**config.mk**
```make
export PLATFORM = sky130hd
export DESIGN_NAME = gcmd_ram
export DESIGN_NICKNAME = d
export VERILOG_FILES = /design/src/rtl/gcmd_ram.sv
export SDC_FILE = /design/constraint.sdc
export NUM_CORES = 1
export LEC_CHECK = 0
export BUFFER_PORTS_ARGS = -buffer_cell sky130_fd_sc_hd__buf_2
export CAP_MARGIN = 20
export CORE_UTILIZATION = 30
export DETAILED_ROUTE_END_ITERATION = 7
export PLACE_DENSITY = 0.48
export SETUP_SLACK_MARGIN = 0.15
export SYNTH_ARGS = -nofsm -noshare
export SYNTH_HDL_FRONTEND = slang
export SYNTH_SLANG_ARGS = --single-unit
```
**constraint.sdc**
```tcl
create_clock -name clk -period 1.75 [get_ports clk]
set_input_delay 0.35 -clock clk [delete_from_list [all_inputs] [get_ports clk]]
set_output_delay 0.35 -clock clk [all_outputs]
set_load 0.005 [all_outputs]
```
**src/rtl/gcmd_ram.sv**
```systemverilog
// ----------------------------------------------------------------------------
// gcmd_ram
// Generic single-write, single-read RAM with a registered read port.
// ----------------------------------------------------------------------------
`default_nettype none

module gcmd_ram #(
	parameter int WIDTH = 8,
	parameter int DEPTH = 16
) (
	input  wire logic                     clk,
	input  wire logic                     we,
	input  wire logic [$clog2(DEPTH)-1:0] waddr,
	input  wire logic [WIDTH-1:0]         wdata,
	input  wire logic [$clog2(DEPTH)-1:0] raddr,
	output logic      [WIDTH-1:0]         rdata
);

	logic [WIDTH-1:0] mem [DEPTH];

	always_ff @(posedge clk) begin
		if (we) begin
			mem[waddr] <= wdata;
		end
		rdata <= mem[raddr];
	end

endmodule

`default_nettype wire

```
==> results.toml <==
[detailed_routing]
vias = 2414
wl_met2_mm = 5.29
viasPerCell = 4.65
drc = 0
drt_iter0_drc = 169
antenna_left = 0
finalWirelength_mm = 10.4
wl_met3_um = 246
met1_length_mm = 4.67
drt-wirelength-per-cell_um = 20.1
first_pass_iters = 4
top_layer_used = "met4"

[clocking]
ctsLongestPathBuffers = 2
hold_buffers = 0
cts_resized = 0
clkLatencyLatePin_ps = 410
cts_root_buffer = "clkbuf_16"
cts.clk_slew.worst_paths_ps = 50
cts_inserted_buffers = 17
cts_setup_buffers = 0
h-tree-depth = 4
clock-sinks = 136
tritoncts = "built"

[cells_and_area]
areaGrowthSynthToFinish_pct = 20.7
multiInputGateArea_sq_um = 1060
nFillCells = 1524
most-common-layout-cells = "128 x edfxtp_1, 25 x buf_2, 20 x buf_4, 18 x mux4_2, 17 x clkbuf_16"
stdcell_area_sq_um = 6210
drive_above_1_share_pct = 31.1
diodes = 0
nets = 304
layout.area.seq_sq_um = 4000
utilization_pct = 37.3
layout_commonest_cell = "edfxtp_1"

[worst_setup_path]
crit_fanout = 1
endpoint_kind = "flop"
crit_type = "flop to flop"
worstPathRequired_ps = 2040
start_kind = "flop"
arrival_ps = 1720

[placement]
place.gp.congestion = 0.686
port_buffers = 25
place_area_sq_um = 5680
dpl.hpwl_mm = 6.97

[sta]
finalCritPeriodShare_pct = 81.3
drv_slew = 0
rsz0062_at_grt = "no"
setup_viol = 0
finalHoldViolations = 0
worst_pin_slew_ps = 735
fin_tns_setup_ps = 0
holdWs_ps = 329
max_freq_mhz = 703
fin_crit_ps = 1420
slew_headroom_pct = 50.9
finalClockSkew_ps = 4.97

[die]
dieArea_sq_um = 17700
die_w_um = 133
core_area_sq_um = 16600
io_pins = 26
dieHeight_um = 133
rows = 47
start_util_pct = 30.9

[power]
p_int_uw = 5790
p_per_area_nw_per_um2 = 1160
p_comb_share_pct = 4.8
p_sw_uw = 1400
clock_power_share_pct = 44.2
cellLeakagePower_uw = 0.00209
ir_worst_vdd_mv = 0.562
seqPwrFrac_pct = 51.0
switching_share_pct = 19.4

[logic_synthesis]
ys_seq_elements = 136
synth_area_leaders = "edfxtp_1 75%, mux4_2 7.9%, mux4_1 7.1%, dfxtp_1 3.1%, a22oi_1 2.3%"
synthCells = 229
syn_area_per_cell_sq_um = 22.5
yosys_warnings = 0
synth_area_leader_cell = "edfxtp_1"
ys_types = 19
yosysSeqAreaShare_pct = 77.8
synthesis.area_sq_um = 5150
synth.top_cell.area_share_pct = 74.7
syn-num-nets = 247

[grt]
grt_pass1_wl_mm = 15.8
grt_max_degree = 23
overflow = 0
grt_pass1_vias = 2597
grt_use_total_pct = 12.9
antenna_found_initial = 0

[outcome]
status = "completed"

[min_path]
hp-class = "input pin to flop"

[job]
cap_violations = 0
==> synth_stat cells <==
master / n
buf_2: 3
buf_4: 1
nor2b_1: 1
buf_6: 3
nand2b_1: 2
dfxtp_1: 8
nor2_1: 13
nand3_1: 1
mux4_1: 14
nor3_1: 4
nand2_1: 9
a22oi_1: 16
mux4_2: 18
clkdlybuf4s25_2: 3
or3b_2: 1
and2b_1: 1
nand3b_1: 2
edfxtp_1: 128
and2_1: 1
==> final cells by class <==
type / count / share of cell area (%)
flip-flops and latches: 136 / 64.5
repair buffers: 48 / 5.40
clock buffers: 29 / 8.38
clock inverters: 3 / 0.242
well taps: 220 / 4.43
multi-input cells: 83 / 17.1
==> metrics by stage <==
step                      total power [uW]  instances  worst slack [ps]
final                                 7190        519               327
after global routing                  7440        519               264
after CTS                             7270        519               310
after detailed placement              4090        487              -118
after global placement                4080        487              -103
after floorplan                       3910        229               134
==> flip-flops by register name, summed over array words and instances, names as in the netlist <==
register	count
rdata	8
mem	128
==> routing by layer <==
metal	GRT usage, %	vias to the layer above
met4	6.51	0
li1	-	1083
met1	15.7	1282
met3	3.52	14
met2	21.1	35
met5	0	-
==> path summary, 6_finish.rpt <==
path	from	end	slack, ps	cells after the start
worst max-delay path	mem[5][1]	rdata[1]	330	3
worst min-delay path	wdata[3]	mem[6][3]	330	1
worst max register to register	mem[5][1]	rdata[1]	330	3
worst min register to register	mem[13][5]	rdata[5]	670	3
==> critical path, stage by stage, from the launching register on <==
cell	delay, ps
edfxtp_1	360
mux4_1	560
a22oi_1	300
nand2_1	80
==> cells by family (layout without fill, tap and decap cells) <==
kind of cell,Yosys count,after routing,synth area share [%]
simple gates,35,35,3.18
flops,136,136,77.8
mux,32,32,15.0
compound gates,16,16,2.33
buf+inv,10,80,1.68
==> power by group through the flow <==
stage	Sequential [uW]	Combinational [uW]	Clock [uW]
finish	3670	346	3180
global route	3670	381	3380
CTS	3670	356	3240
detailed placement	3730	355	0
global placement	3730	349	0
floorplan	3730	185	0
Note: power is estimated with default switching activity, not from simulation.
