### config.mk
export PLATFORM = sky130hd
export DESIGN_NAME = gcmd_div
export DESIGN_NICKNAME = d
export VERILOG_FILES = /design/src/rtl/gcmd_pkg.sv /design/src/rtl/gcmd_div.sv
export SDC_FILE = /design/constraint.sdc
export NUM_CORES = 1
export LEC_CHECK = 0
export ABC_CLOCK_PERIOD_IN_PS = 2980
export BUFFER_PORTS_ARGS = -buffer_cell sky130_fd_sc_hd__buf_4
export CORE_ASPECT_RATIO = 1.4
export CORE_MARGIN = 2
export CORE_UTILIZATION = 31
export DETAILED_ROUTE_END_ITERATION = 6
export HOLD_SLACK_MARGIN = 0.08
export PLACE_DENSITY = 0.58
export RECOVER_POWER = 100
export SYNTH_ARGS = -nofsm -noshare
export SYNTH_HDL_FRONTEND = slang
export SYNTH_SLANG_ARGS = --single-unit
### constraint.sdc
create_clock -name clk -period 2.98 [get_ports clk]
set_input_delay 0.149 -clock clk [delete_from_list [all_inputs] [get_ports clk]]
set_output_delay 0.149 -clock clk [all_outputs]
set_load 0.02 [all_outputs]
### src/rtl/gcmd_pkg.sv
// ----------------------------------------------------------------------------
// gcmd_pkg
// Shared constants, types and helper functions of the grid cell membership
// update block.
// ----------------------------------------------------------------------------
`default_nettype none

package gcmd_pkg;

	localparam int GRID_CELLS = 64;
	localparam int OBJECTS    = 256;
	localparam int CELL_W     = $clog2(GRID_CELLS);
	localparam int OBJ_W      = $clog2(OBJECTS);
	localparam int DVD_W      = 17;
	localparam int CW_W       = 12;
	localparam int CFG_W      = 16;
	localparam int IDX_W      = 3;
	localparam int BOX_HALF   = 10;
	localparam int MIN_CW     = 7;

	localparam logic [IDX_W-1:0] REG_BIAS_X     = 3'd0;
	localparam logic [IDX_W-1:0] REG_BIAS_Y     = 3'd1;
	localparam logic [IDX_W-1:0] REG_BOUND_X    = 3'd2;
	localparam logic [IDX_W-1:0] REG_BOUND_Y    = 3'd3;
	localparam logic [IDX_W-1:0] REG_CELL_WIDTH = 3'd4;

	localparam logic OP_UPDATE = 1'b0;
	localparam logic OP_REMOVE = 1'b1;

	typedef struct packed {
		logic [CELL_W-1:0] sx;
		logic [CELL_W-1:0] sy;
		logic [CELL_W-1:0] ex;
		logic [CELL_W-1:0] ey;
	} rect_t;

	localparam int RECT_W = $bits(rect_t);

	typedef struct packed {
		logic              en;
		logic              add;
		logic [CELL_W-1:0] x0;
		logic [CELL_W-1:0] x1;
		logic [CELL_W-1:0] y0;
		logic [CELL_W-1:0] y1;
	} blk_t;

	// Box corner relative to the bias, clamped, as a nonnegative dividend.
	function automatic logic [DVD_W-1:0] axis_dvd(input logic signed [15:0] loc,
			input logic signed [15:0] bias, input logic [14:0] bound, input logic is_max);
		logic signed [18:0] d;
		logic signed [18:0] v;
		logic signed [18:0] lim;
		d = 19'(loc) - 19'(bias);
		lim = $signed({4'b0000, bound}) - 19'sd1;
		if (is_max) begin
			v = d + 19'(BOX_HALF);
			if (v > lim) begin
				v = lim;
			end
		end else begin
			v = d - 19'(BOX_HALF);
		end
		return (v <= 19'sd0) ? '0 : v[DVD_W-1:0];
	endfunction

	function automatic logic [CELL_W-1:0] sat_cell(input logic [DVD_W-1:0] q);
		return (q > DVD_W'(GRID_CELLS - 1)) ? CELL_W'(GRID_CELLS - 1) : q[CELL_W-1:0];
	endfunction

endpackage

`default_nettype wire

### src/rtl/gcmd_div.sv
// ----------------------------------------------------------------------------
// gcmd_div
// Restoring divider, one quotient bit per cycle.
// ----------------------------------------------------------------------------
`default_nettype none

module gcmd_div import gcmd_pkg::*; (
	input  wire logic             clk,
	input  wire logic             arst_n,
	input  wire logic             start,
	input  wire logic [DVD_W-1:0] dividend,
	input  wire logic [CW_W-1:0]  divisor,
	output logic                  done,
	output logic      [DVD_W-1:0] quotient
);

	localparam int CNT_W = $clog2(DVD_W);

	logic [DVD_W-1:0] dvd_q;
	logic [CW_W:0]    rem_q;
	logic [CW_W-1:0]  dvs_q;
	logic [CNT_W-1:0] cnt_q;
	logic             busy_q;
	logic             done_q;
	logic [CW_W:0]    rem_sh;
	logic             ge;

	assign rem_sh = {rem_q[CW_W-1:0], dvd_q[DVD_W-1]};
	assign ge = rem_sh >= {1'b0, dvs_q};

	always_ff @(posedge clk or negedge arst_n) begin
		if (!arst_n) begin
			busy_q <= 1'b0;
			done_q <= 1'b0;
			cnt_q  <= '0;
		end else if (start) begin
			busy_q <= 1'b1;
			done_q <= 1'b0;
			cnt_q  <= CNT_W'(DVD_W - 1);
		end else if (busy_q) begin
			cnt_q <= cnt_q - 1'b1;
			if (cnt_q == '0) begin
				busy_q <= 1'b0;
				done_q <= 1'b1;
			end
		end
	end

	always_ff @(posedge clk) begin
		if (start) begin
			dvd_q <= dividend;
			dvs_q <= divisor;
			rem_q <= '0;
		end else if (busy_q) begin
			dvd_q <= {dvd_q[DVD_W-2:0], ge};
			rem_q <= ge ? (rem_sh - {1'b0, dvs_q}) : rem_sh;
		end
	end

	assign done = done_q;
	assign quotient = dvd_q;

endmodule

`default_nettype wire

==> results of run 1 <==
## worst reg2reg max path: cells and delay by family (launching register included)
family / cells / cell delay, ps
adders and majority gates: 1 / 240
DFF: 1 / 410
AOI/OAI and AO/OA: 3 / 1150
and+or+nand+nor: 3 / 450
buffers and inverters: 1 / 80
## cell families (layout without fill, tap and decap cells)
| logic type | Yosys count | after routing | synth area share, % |
|---|---|---|---|
| AO/OA/AOI/OAI | 44 | 44 | 14.44 |
| multiplexers | 22 | 22 | 9.134 |
| flip-flops | 48 | 48 | 48.65 |
| adder cells (fa/ha/maj) | 15 | 15 | 7.383 |
| AND/OR/NAND/NOR | 58 | 58 | 11.88 |
| buffers and inverters | 29 | 93 | 4.543 |
| XOR/XNOR | 12 | 12 | 3.975 |
## power breakdown
| group | leakage, nW | internal, mW | total (mW) | switching [mW] |
|---|---|---|---|---|
| sequential | 0.481 | 0.891 | 0.997 | 0.106 |
| combinational | 0.811 | 0.497 | 1.12 | 0.626 |
| clock | 0.0635 | 0.308 | 0.562 | 0.253 |
| total | 1.35 | 1.70 | 2.68 | 0.985 |
## placed cells by master (no fill, tap or decap), types with 2 or more instances in the layout
master and n:
buf_4 18, nor4_1 2, clkbuf_1 23, nand4_1 2, and3_1 4, clkbuf_4 12
clkinvlp_4 2, ha_1 14, clkbuf_16 5, a21oi_1 4, a211oi_1 8, nand3_1 5
mux2i_1 5, edfxtp_1 29, xor2_1 4, inv_1 19, nor2_1 20, o21ai_0 9
a41o_1 2, xnor2_1 8, mux2_2 17, nor3_1 4, a31o_1 2, dfrtp_1 7
dfxtp_1 12, nand2_1 11, and4_1 2, dlygate4sd3_1 13, o211ai_1 2
## flip-flops by register name (all words and copies together) (netlist names)
register / cells
cnt_q: 5
done: 1
dvs_q: 12
rem_q: 12
quotient: 17
busy_q: 1
## worst max path at each step
stage / start / depth (start not counted) / end / slack, ps
after floorplan: quotient[16]$_DFFE_PP_ / 8 / quotient[0]$_DFFE_PP_ / 730
after global placement: quotient[16]$_DFFE_PP_ / 9 / rem_q[6]$_SDFFE_PP0P_ / 680
after detailed placement: dvs_q[1]$_DFFE_PP_ / 8 / rem_q[0]$_SDFFE_PP0P_ / 670
after CTS: dvs_q[1]$_DFFE_PP_ / 7 / quotient[0]$_DFFE_PP_ / 640
after global routing: dvs_q[1]$_DFFE_PP_ / 8 / rem_q[0]$_SDFFE_PP0P_ / 340
final: dvs_q[1]$_DFFE_PP_ / 8 / rem_q[1]$_SDFFE_PP0P_ / 550
## cell type report
| class | count | area (um^2) |
|---|---|---|
| multi-input combinational | 151 | 1199 |
| clock buffer | 5 | 125.1 |
| timing repair buffer | 66 | 441.7 |
| clock inverter | 3 | 18.77 |
| fill | 828 | 4977 |
| sequential | 48 | 1286 |
| inverter | 19 | 71.32 |
| tap | 102 | 127.6 |
## routing by layer
| metal | GRT usage, % | wire length (um) |
|---|---|---|
| met2 | 21.79 | 2848 |
| met4 | 5.556 | 107 |
| met5 | 0 | 0 |
| met1 | 15.54 | 2352 |
| met3 | 2.472 | 166 |
## timing repair
action | 4_1_cts | 5_1_grt
buffers inserted | 0 | 0
hold buffers | 13 | 0
endpoints found under the hold margin | 19 | 0
==> reports/metrics.csv, run 1 <==
stage,metric,value,unit
critical_path,CP cell instances,"inv_1, ha_1, nor2b_4, o31a_2, nor3_4, o221a_1, nor4_1, a311o_1",
synthesis,Most used DFF post-synth,edfxtp_1,
synthesis,most frequent cells after synthesis,"edfxtp_1, nor2_1, inv_1",
synthesis,Cells after Synth,228,
synthesis,post-synthesis cell type count,52,
critical_path,crit path max fanout,7,
floorplan,FP Rows,39,
detailed_routing,routed wire length,5.475,mm
global_routing,total gr overflow,0,
critical_path,required time of the worst setup path,3160,ps
detailed_routing,Via density,4.827,
power,leakage,1.355,nW
floorplan,DIE AREA,9294,um^2
timing,Final Max Tran Viols,42,
synthesis,Synth warnings,0,
finish,Layout area overhead,23.66,%
timing,RSZ-0062 raised after global routing,no,
critical_path,worst r2r path cells,8,
clock_network,Clock transition at path regs,70,ps
finish,final-stage net count,338,
detailed_routing,Iter 0 DRT Violations,70,
clock_network,H-tree levels,2,
power,Cell Pwr Density,820.1,nW/um^2
clock_network,clk sinks,48,
critical_path,"delay-heaviest family, CP",compound AO/OA/AOI/OAI gates,
synthesis,synthesized flop and latch total,48,
floorplan,Initial Utilization,32.06,%
floorplan,IO Pins,50,
detailed_routing,Final ANT Viol Nets,0,
timing,setup TNS,0,ps
floorplan,Die Y-Extent,113.3,um
power,Overall Power,2.681,mW
timing,Final Skew,7.714,ps
critical_path,CP max stage cell,o221a_1,
synthesis,most common cell in the synthesized netlist,edfxtp_1,
synthesis,top area cells in the synthesized netlist,"edfxtp_1, dfxtp_1, mux2_2",
detailed_routing,Pre-Repair DR Iteration Count,4,
timing,final worst-path setup slack,545.6,ps
floorplan,core area,8247,um^2
finish,layout cells sized above 1,22.60,%
timing,final hold vios,0,
global_routing,vias in the first global route,1953,
timing,WHS,154.3,ps
global_routing,first-pass GRT wire length,9.149,mm
finish,final non-filler cell total,394,
power,worst vdd ir,0.3272,mV
detailed_routing,DRC errors left,0,
critical_path,worst reg2reg setup slack,550,ps
synthesis,"Seq/Total Area, Yosys",48.65,%
placement,Post-DP Area,3120,um^2
global_routing,overall routing resource usage,12.86,%
critical_path,CP Launch Type,register,
clock_network,Post-CTS Resized,0,
synthesis,Post-synth EDFFs,29,
clock_network,clk buf depth,2,
clock_network,root buffer cell,clkbuf_16,
timing,Highest Clock Rate,410.8,MHz
placement,Placed Instances,373,
detailed_routing,wire length per cell,13.90,um
timing,Slew headroom,-45.00,%
synthesis,Yosys top cell area share,32.94,%
clock_network,"Clk Latency, worst-skew pair",290,ps
critical_path,critical path's largest stage delay,430,ps
worst_hold_path,Worst Hold Class,in -> reg,
finish,Final Instance Area,3269,um^2
synthesis,"Cell Area, Synth",2644,um^2
critical_path,worst path arrival time,2610,ps
clock_network,CTS buffer count,5,
critical_path,R2R Path End,rem_q[1]$_SDFFE_PP0P_,
critical_path,reg2reg start,dvs_q[1]$_DFFE_PP_,
placement,Port Buffers,49,
placement,Post-DP HPWL,3.842,mm
critical_path,Crit Path Category,reg -> reg,
finish,fin util,39.65,%
synthesis,synthesized net count,275,
flow_run,max cap viols,1,
synthesis,Mean Syn Cell Area,11.60,um^2
placement,pre-CTS setup slack,666.3,ps
finish,Diodes inserted,0,
timing,"Setup violations, final",0,
detailed_routing,Via Count,1902,
run_status,failing checks,"capacitance limit, slew limit",
critical_path,buffers plus inverters on the worst setup path,1,
floorplan,Die Width,82.05,um
placement,Placer Congestion,0.7890,
worst_hold_path,Hold Path Sink,quotient[12]$_DFFE_PP_,
global_routing,largest net degree at the start of global routing,42,
timing,Slew @ Worst Pin,2175,ps
synthesis,post-synth top area cell,edfxtp_1,
timing,Tmin final,2434,ps
worst_hold_path,Worst Hold Path Cells,2,
clock_network,TritonCTS clock tree,done,
run_status,outcome,"finished, violations left",
critical_path,crit end category,register,
global_routing,initial antenna violation count,0,
synthesis,asr flop ratio synth,14.58,%
timing,final worst path period share,81.69,%
worst_hold_path,HP Start,dividend[12],
(Power assumes the default switching activity.)
==> inputs of run 2 (changes only) <==
Settings changed: ABC_CLOCK_PERIOD_IN_PS 2980 to 2150, PLACE_DENSITY 0.58 to 0.59.
Clock period 2.98 ns to 2.15 ns, I/O delays scaled along.
==> run 2 against run 1 <==
The flow now finishes without violations. Wire length grew 10%. Combinational power increased by 86%. Critical path depth unchanged. Final cell count is 5.3% higher. Count of clock-buffer cells in the layout is the same. Critical endpoint unchanged.
==> reports/metrics.csv, run 2 (synthesis gave the netlist of run 1 again) <==
stage,metric,value,unit
critical_path,"delay-heaviest family, CP",compound AO/OA/AOI/OAI gates,
timing,Tmin final,2102,ps
global_routing,overall routing resource usage,13.42,%
timing,WHS,116.4,ps
clock_network,Clock transition at path regs,70,ps
flow_run,max cap viols,0,
timing,Slew headroom,19.74,%
global_routing,first-pass GRT wire length,9.777,mm
timing,"Setup violations, final",0,
detailed_routing,routed wire length,6.041,mm
placement,Port Buffers,49,
floorplan,Die Y-Extent,113.3,um
critical_path,crit path max fanout,5,
power,Cell Pwr Density,1216,nW/um^2
detailed_routing,Pre-Repair DR Iteration Count,4,
finish,Largest register FFs,17,
timing,Highest Clock Rate,475.7,MHz
power,Overall Power,4.389,mW
finish,Diodes inserted,0,
critical_path,worst reg2reg setup slack,50,ps
timing,final worst path period share,97.78,%
placement,Post-DP Area,3248,um^2
critical_path,CP cell instances,"inv_2, ha_4, nor2b_4, o31a_4, nor3_4, o221a_4, nor4_2, a311o_1",
floorplan,Initial Utilization,32.06,%
detailed_routing,DRC errors left,0,
clock_network,clk sinks,48,
placement,Placed Instances,389,
detailed_routing,wire length per cell,14.56,um
global_routing,initial antenna violation count,0,
finish,fin util,43.79,%
critical_path,CP max stage cell,edfxtp_1,
detailed_routing,Via Count,2015,
finish,final-stage net count,359,
finish,"most common cell after layout, fill and taps aside",buf_4,
clock_network,clk buf depth,2,
finish,final non-filler cell total,415,
finish,Final Instance Area,3611,um^2
critical_path,crit end category,register,
global_routing,vias in the first global route,2030,
worst_hold_path,Worst Hold Class,in -> reg,
floorplan,Die Width,82.05,um
global_routing,total gr overflow,0,
detailed_routing,Via density,4.855,
critical_path,Crit Path Category,reg -> reg,
power,leakage,1.508,nW
critical_path,CP Launch Type,register,
finish,most frequent cells in the layout,"buf_4, edfxtp_1, clkbuf_1",
detailed_routing,Final ANT Viol Nets,0,
clock_network,root buffer cell,clkbuf_16,
clock_network,"Clk Latency, worst-skew pair",290,ps
global_routing,largest net degree at the start of global routing,26,
detailed_routing,Iter 0 DRT Violations,98,
timing,Final Max Tran Viols,0,
floorplan,IO Pins,50,
clock_network,TritonCTS clock tree,done,
timing,final hold vios,0,
clock_network,H-tree levels,2,
finish,layout cells sized above 1,33.87,%
floorplan,FP Rows,39,
timing,RSZ-0062 raised after global routing,yes,
floorplan,DIE AREA,9294,um^2
critical_path,required time of the worst setup path,2330,ps
timing,Final Skew,4.931,ps
placement,Post-DP HPWL,4.287,mm
critical_path,worst path arrival time,2280,ps
floorplan,core area,8247,um^2
placement,Placer Congestion,0.8127,
timing,Slew @ Worst Pin,1204,ps
finish,Layout area overhead,36.58,%
critical_path,critical path's largest stage delay,400,ps
run_status,outcome,completed,
power,worst vdd ir,0.4764,mV
critical_path,buffers plus inverters on the worst setup path,1,
clock_network,CTS buffer count,5,
-- run 2: cell count changes in the layout (fill, tap and decap cells not counted), moves of 2 or more --
cell	previous run	this run
ha_4	0	4
buf_4	18	37
inv_2	0	2
inv_1	19	17
nand2b_4	0	2
buf_6	0	2
ha_1	14	9
-- run 2: cell type report --
| cell class | count | area, um^2 |
|---|---|---|
| fillers | 759 | 4636 |
| multi-input cells | 151 | 1346 |
| flip-flops and latches | 48 | 1286 |
| repair buffers | 87 | 608.1 |
| well taps | 102 | 127.6 |
| clock buffers | 5 | 125.1 |
| inverters | 19 | 71.32 |
| clock inverters | 3 | 46.29 |
-- run 2: repair_timing --
action | 4_1_cts | 5_1_grt
endpoints found under the setup margin | 3 | 13
buffers inserted | 1 | 4
endpoints found under the hold margin | 19 | 0
hold buffers | 13 | 0
pin swaps | 6 | 10
resized for setup | 5 | 16
-- run 2: per-stage QoR --
stage | setup slack (ps) | setup TNS (ps)
after floorplan | -15.39 | -20.69
after global placement | 21.20 | 0
after detailed placement | -42.00 | -95.72
after CTS | -6.371 | -6.371
after global routing | -60.79 | -242.2
final | 47.78 | 0
-- run 2: power by group --
group | switching, mW | leakage, nW | total (mW) | internal [mW]
clock | 0.360 | 0.0804 | 0.913 | 0.553
sequential | 0.163 | 0.481 | 1.40 | 1.23
combinational | 1.04 | 0.947 | 2.08 | 1.03
-- run 2: worst paths after layout --
kind,end,start,cells past startpoint
worst max-delay path,rem_q[1]$_SDFFE_PP0P_,dvs_q[1]$_DFFE_PP_,8
worst min register to register,done$_DFFE_PN0P_,done$_DFFE_PN0P_,1
min in group asynchronous,cnt_q[2]$_DFFE_PN0P_,arst_n,2
worst max register to register,rem_q[1]$_SDFFE_PP0P_,dvs_q[1]$_DFFE_PP_,8
worst min-delay path,quotient[13]$_DFFE_PP_,dividend[13],2
max in group asynchronous,cnt_q[1]$_DFFE_PN0P_,arst_n,2
-- run 2: routing by layer --
metal  vias to the layer above  track usage [%]  wire length, um
li1                       1006                -                -
met4                         0            4.333              127
met5                         -                0                0
met1                       966            16.59             2473
met3                        10            2.472              148
met2                        33            23.14             3292
==> inputs of run 3 (changes only) <==
Settings changed: CELL_PAD_IN_SITES_DETAIL_PLACEMENT set to 0, CELL_PAD_IN_SITES_GLOBAL_PLACEMENT set to 1, GPL_TIMING_DRIVEN set to 0, PLACE_DENSITY 0.59 to 0.7, REMOVE_ABC_BUFFERS set to 1.
==> run 3 against run 2 <==
Utilization decreased by 0.83 points. Wire length decreased by 7.9%. Critical path depth unchanged. First-iteration DRC count decreased by 31%. Global-route usage decreased by 0.72 points. Non-clock buffer count decreased by 16. Highest routed layer unchanged.
==> reports/metrics.csv, run 3 (synthesis gave the netlist of run 1 again) <==
stage,metric,value,unit
finish,most frequent cells in the layout,"buf_4, edfxtp_1, nor2_1",
placement,Placer Congestion,0.7265,
global_routing,largest net degree at the start of global routing,43,
global_routing,initial antenna violation count,0,
critical_path,Crit Path Category,reg -> reg,
placement,Placed Instances,369,
critical_path,worst reg2reg setup slack,80,ps
timing,Slew @ Worst Pin,535.4,ps
critical_path,crit end category,register,
timing,setup TNS,0,ps
detailed_routing,Pre-Repair DR Iteration Count,4,
timing,final worst path period share,96.32,%
finish,Sequential Area,1287,um^2
timing,final worst-path setup slack,79.11,ps
power,worst vdd ir,0.5271,mV
floorplan,IO Pins,50,
critical_path,required time of the worst setup path,2330,ps
finish,Final Instance Area,3542,um^2
placement,Post-DP Area,3090,um^2
clock_network,clk buf depth,2,
timing,RSZ-0062 raised after global routing,yes,
timing,Highest Clock Rate,482.9,MHz
clock_network,clk sinks,48,
timing,Final Max Tran Viols,0,
clock_network,CTS buffer count,5,
finish,layout cells sized above 1,38.72,%
critical_path,CP Launch Type,register,
detailed_routing,Final ANT Viol Nets,0,
clock_network,TritonCTS clock tree,done,
finish,Multi-input gate area,1336,um^2
placement,Post-DP HPWL,3.844,mm
finish,Fill cells,787,
global_routing,vias in the first global route,2012,
placement,pre-CTS setup slack,-323.7,ps
finish,"most common cell after layout, fill and taps aside",buf_4,
clock_network,Clock transition at path regs,70,ps
finish,final non-filler cell total,399,
finish,Largest register FFs,17,
floorplan,Initial Utilization,32.06,%
critical_path,crit path max fanout,6,
timing,Final Skew,7.303,ps
finish,Diodes inserted,0,
finish,final-stage net count,343,
floorplan,FP Rows,39,
detailed_routing,Via density,4.985,
timing,Tmin final,2071,ps
timing,Slew headroom,64.31,%
detailed_routing,wire length per cell,13.94,um
timing,"Setup violations, final",0,
detailed_routing,Iter 0 DRT Violations,68,
clock_network,"Clk Latency, worst-skew pair",290,ps
clock_network,H-tree levels,2,
timing,final hold vios,0,
detailed_routing,routed wire length,5.564,mm
detailed_routing,DRC errors left,0,
power,leakage,1.497,nW
floorplan,DIE AREA,9294,um^2
floorplan,Die Y-Extent,113.3,um
global_routing,overall routing resource usage,12.70,%
run_status,outcome,completed,
flow_run,max cap viols,0,
finish,Layout area overhead,33.98,%
floorplan,core area,8247,um^2
worst_hold_path,Worst Hold Class,in -> reg,
timing,WHS,111.6,ps
detailed_routing,Via Count,1989,
floorplan,Die Width,82.05,um
global_routing,total gr overflow,0,
power,Cell Pwr Density,1179,nW/um^2
critical_path,worst path arrival time,2260,ps
global_routing,first-pass GRT wire length,9.273,mm
clock_network,root buffer cell,clkbuf_16,
placement,Port Buffers,49,
==> run 3: changes by cell type in the layout (fill, tap and decap cells not counted), sizes merged <==
cell | before | now
bufinv | 1 | 0
clkbuf | 40 | 6
inv | 20 | 21
buf | 39 | 57
==> run 3: final timing paths <==
check	cells past startpoint	endpoint	from
min	2	quotient[5]$_DFFE_PP_	dividend[5]
max reg2reg	8	rem_q[1]$_SDFFE_PP0P_	dvs_q[1]$_DFFE_PP_
max	8	rem_q[1]$_SDFFE_PP0P_	dvs_q[1]$_DFFE_PP_
max in group asynchronous	2	busy_q$_DFF_PN0_	arst_n
min in group asynchronous	2	cnt_q[1]$_DFFE_PN0P_	arst_n
min reg2reg	2	rem_q[11]$_SDFFE_PP0P_	rem_q[11]$_SDFFE_PP0P_
==> run 3: cell type report <==
cell class | count | share of cell area [%]
clock inverter | 3 | 0.7065
multi-input combinational | 151 | 37.73
clock buffer | 5 | 3.532
inverter | 19 | 2.013
sequential | 48 | 36.35
timing repair buffer | 71 | 16.07
tap | 102 | 3.603
==> run 3: through the flow <==
step / total power [mW] / util, %
floorplan: 2.638 / -
global placement: 3.076 / 37.48
detailed placement: 3.099 / 37.48
CTS: 4.105 / 41.86
global route: 4.441 / 42.95
finish: 4.177 / 42.95
==> run 3: where the power goes <==
group / internal, mW / switching, mW
clock: 0.440 / 0.370
sequential: 1.23 / 0.186
combinational: 0.978 / 0.969
==> run 3: metal layers <==
metal	GRT usage (%)	routed length, um	vias up
met5	0	0	-
met4	4.333	78	0
met3	3.190	241	6
met2	21.63	2901	39
met1	15.31	2342	958
li1	-	-	986
==> run 3: repair_timing <==
| item | CTS | global route |
|---|---|---|
| hold buffers | 13 | 0 |
| buffers inserted | 6 | 3 |
| gates resized for setup | 10 | 15 |
| pin swaps | 6 | 10 |
| endpoints found under the hold margin | 19 | 0 |
| setup endpoints to repair | 29 | 11 |
==> run 3: critical path: stages (launching register included) <==
cell	delay, ps
edfxtp_1	410
inv_2	90
ha_4	190
nor2b_4	120
o31a_4	310
nor3_4	180
o221a_4	270
nor4_1	60
a311o_1	330
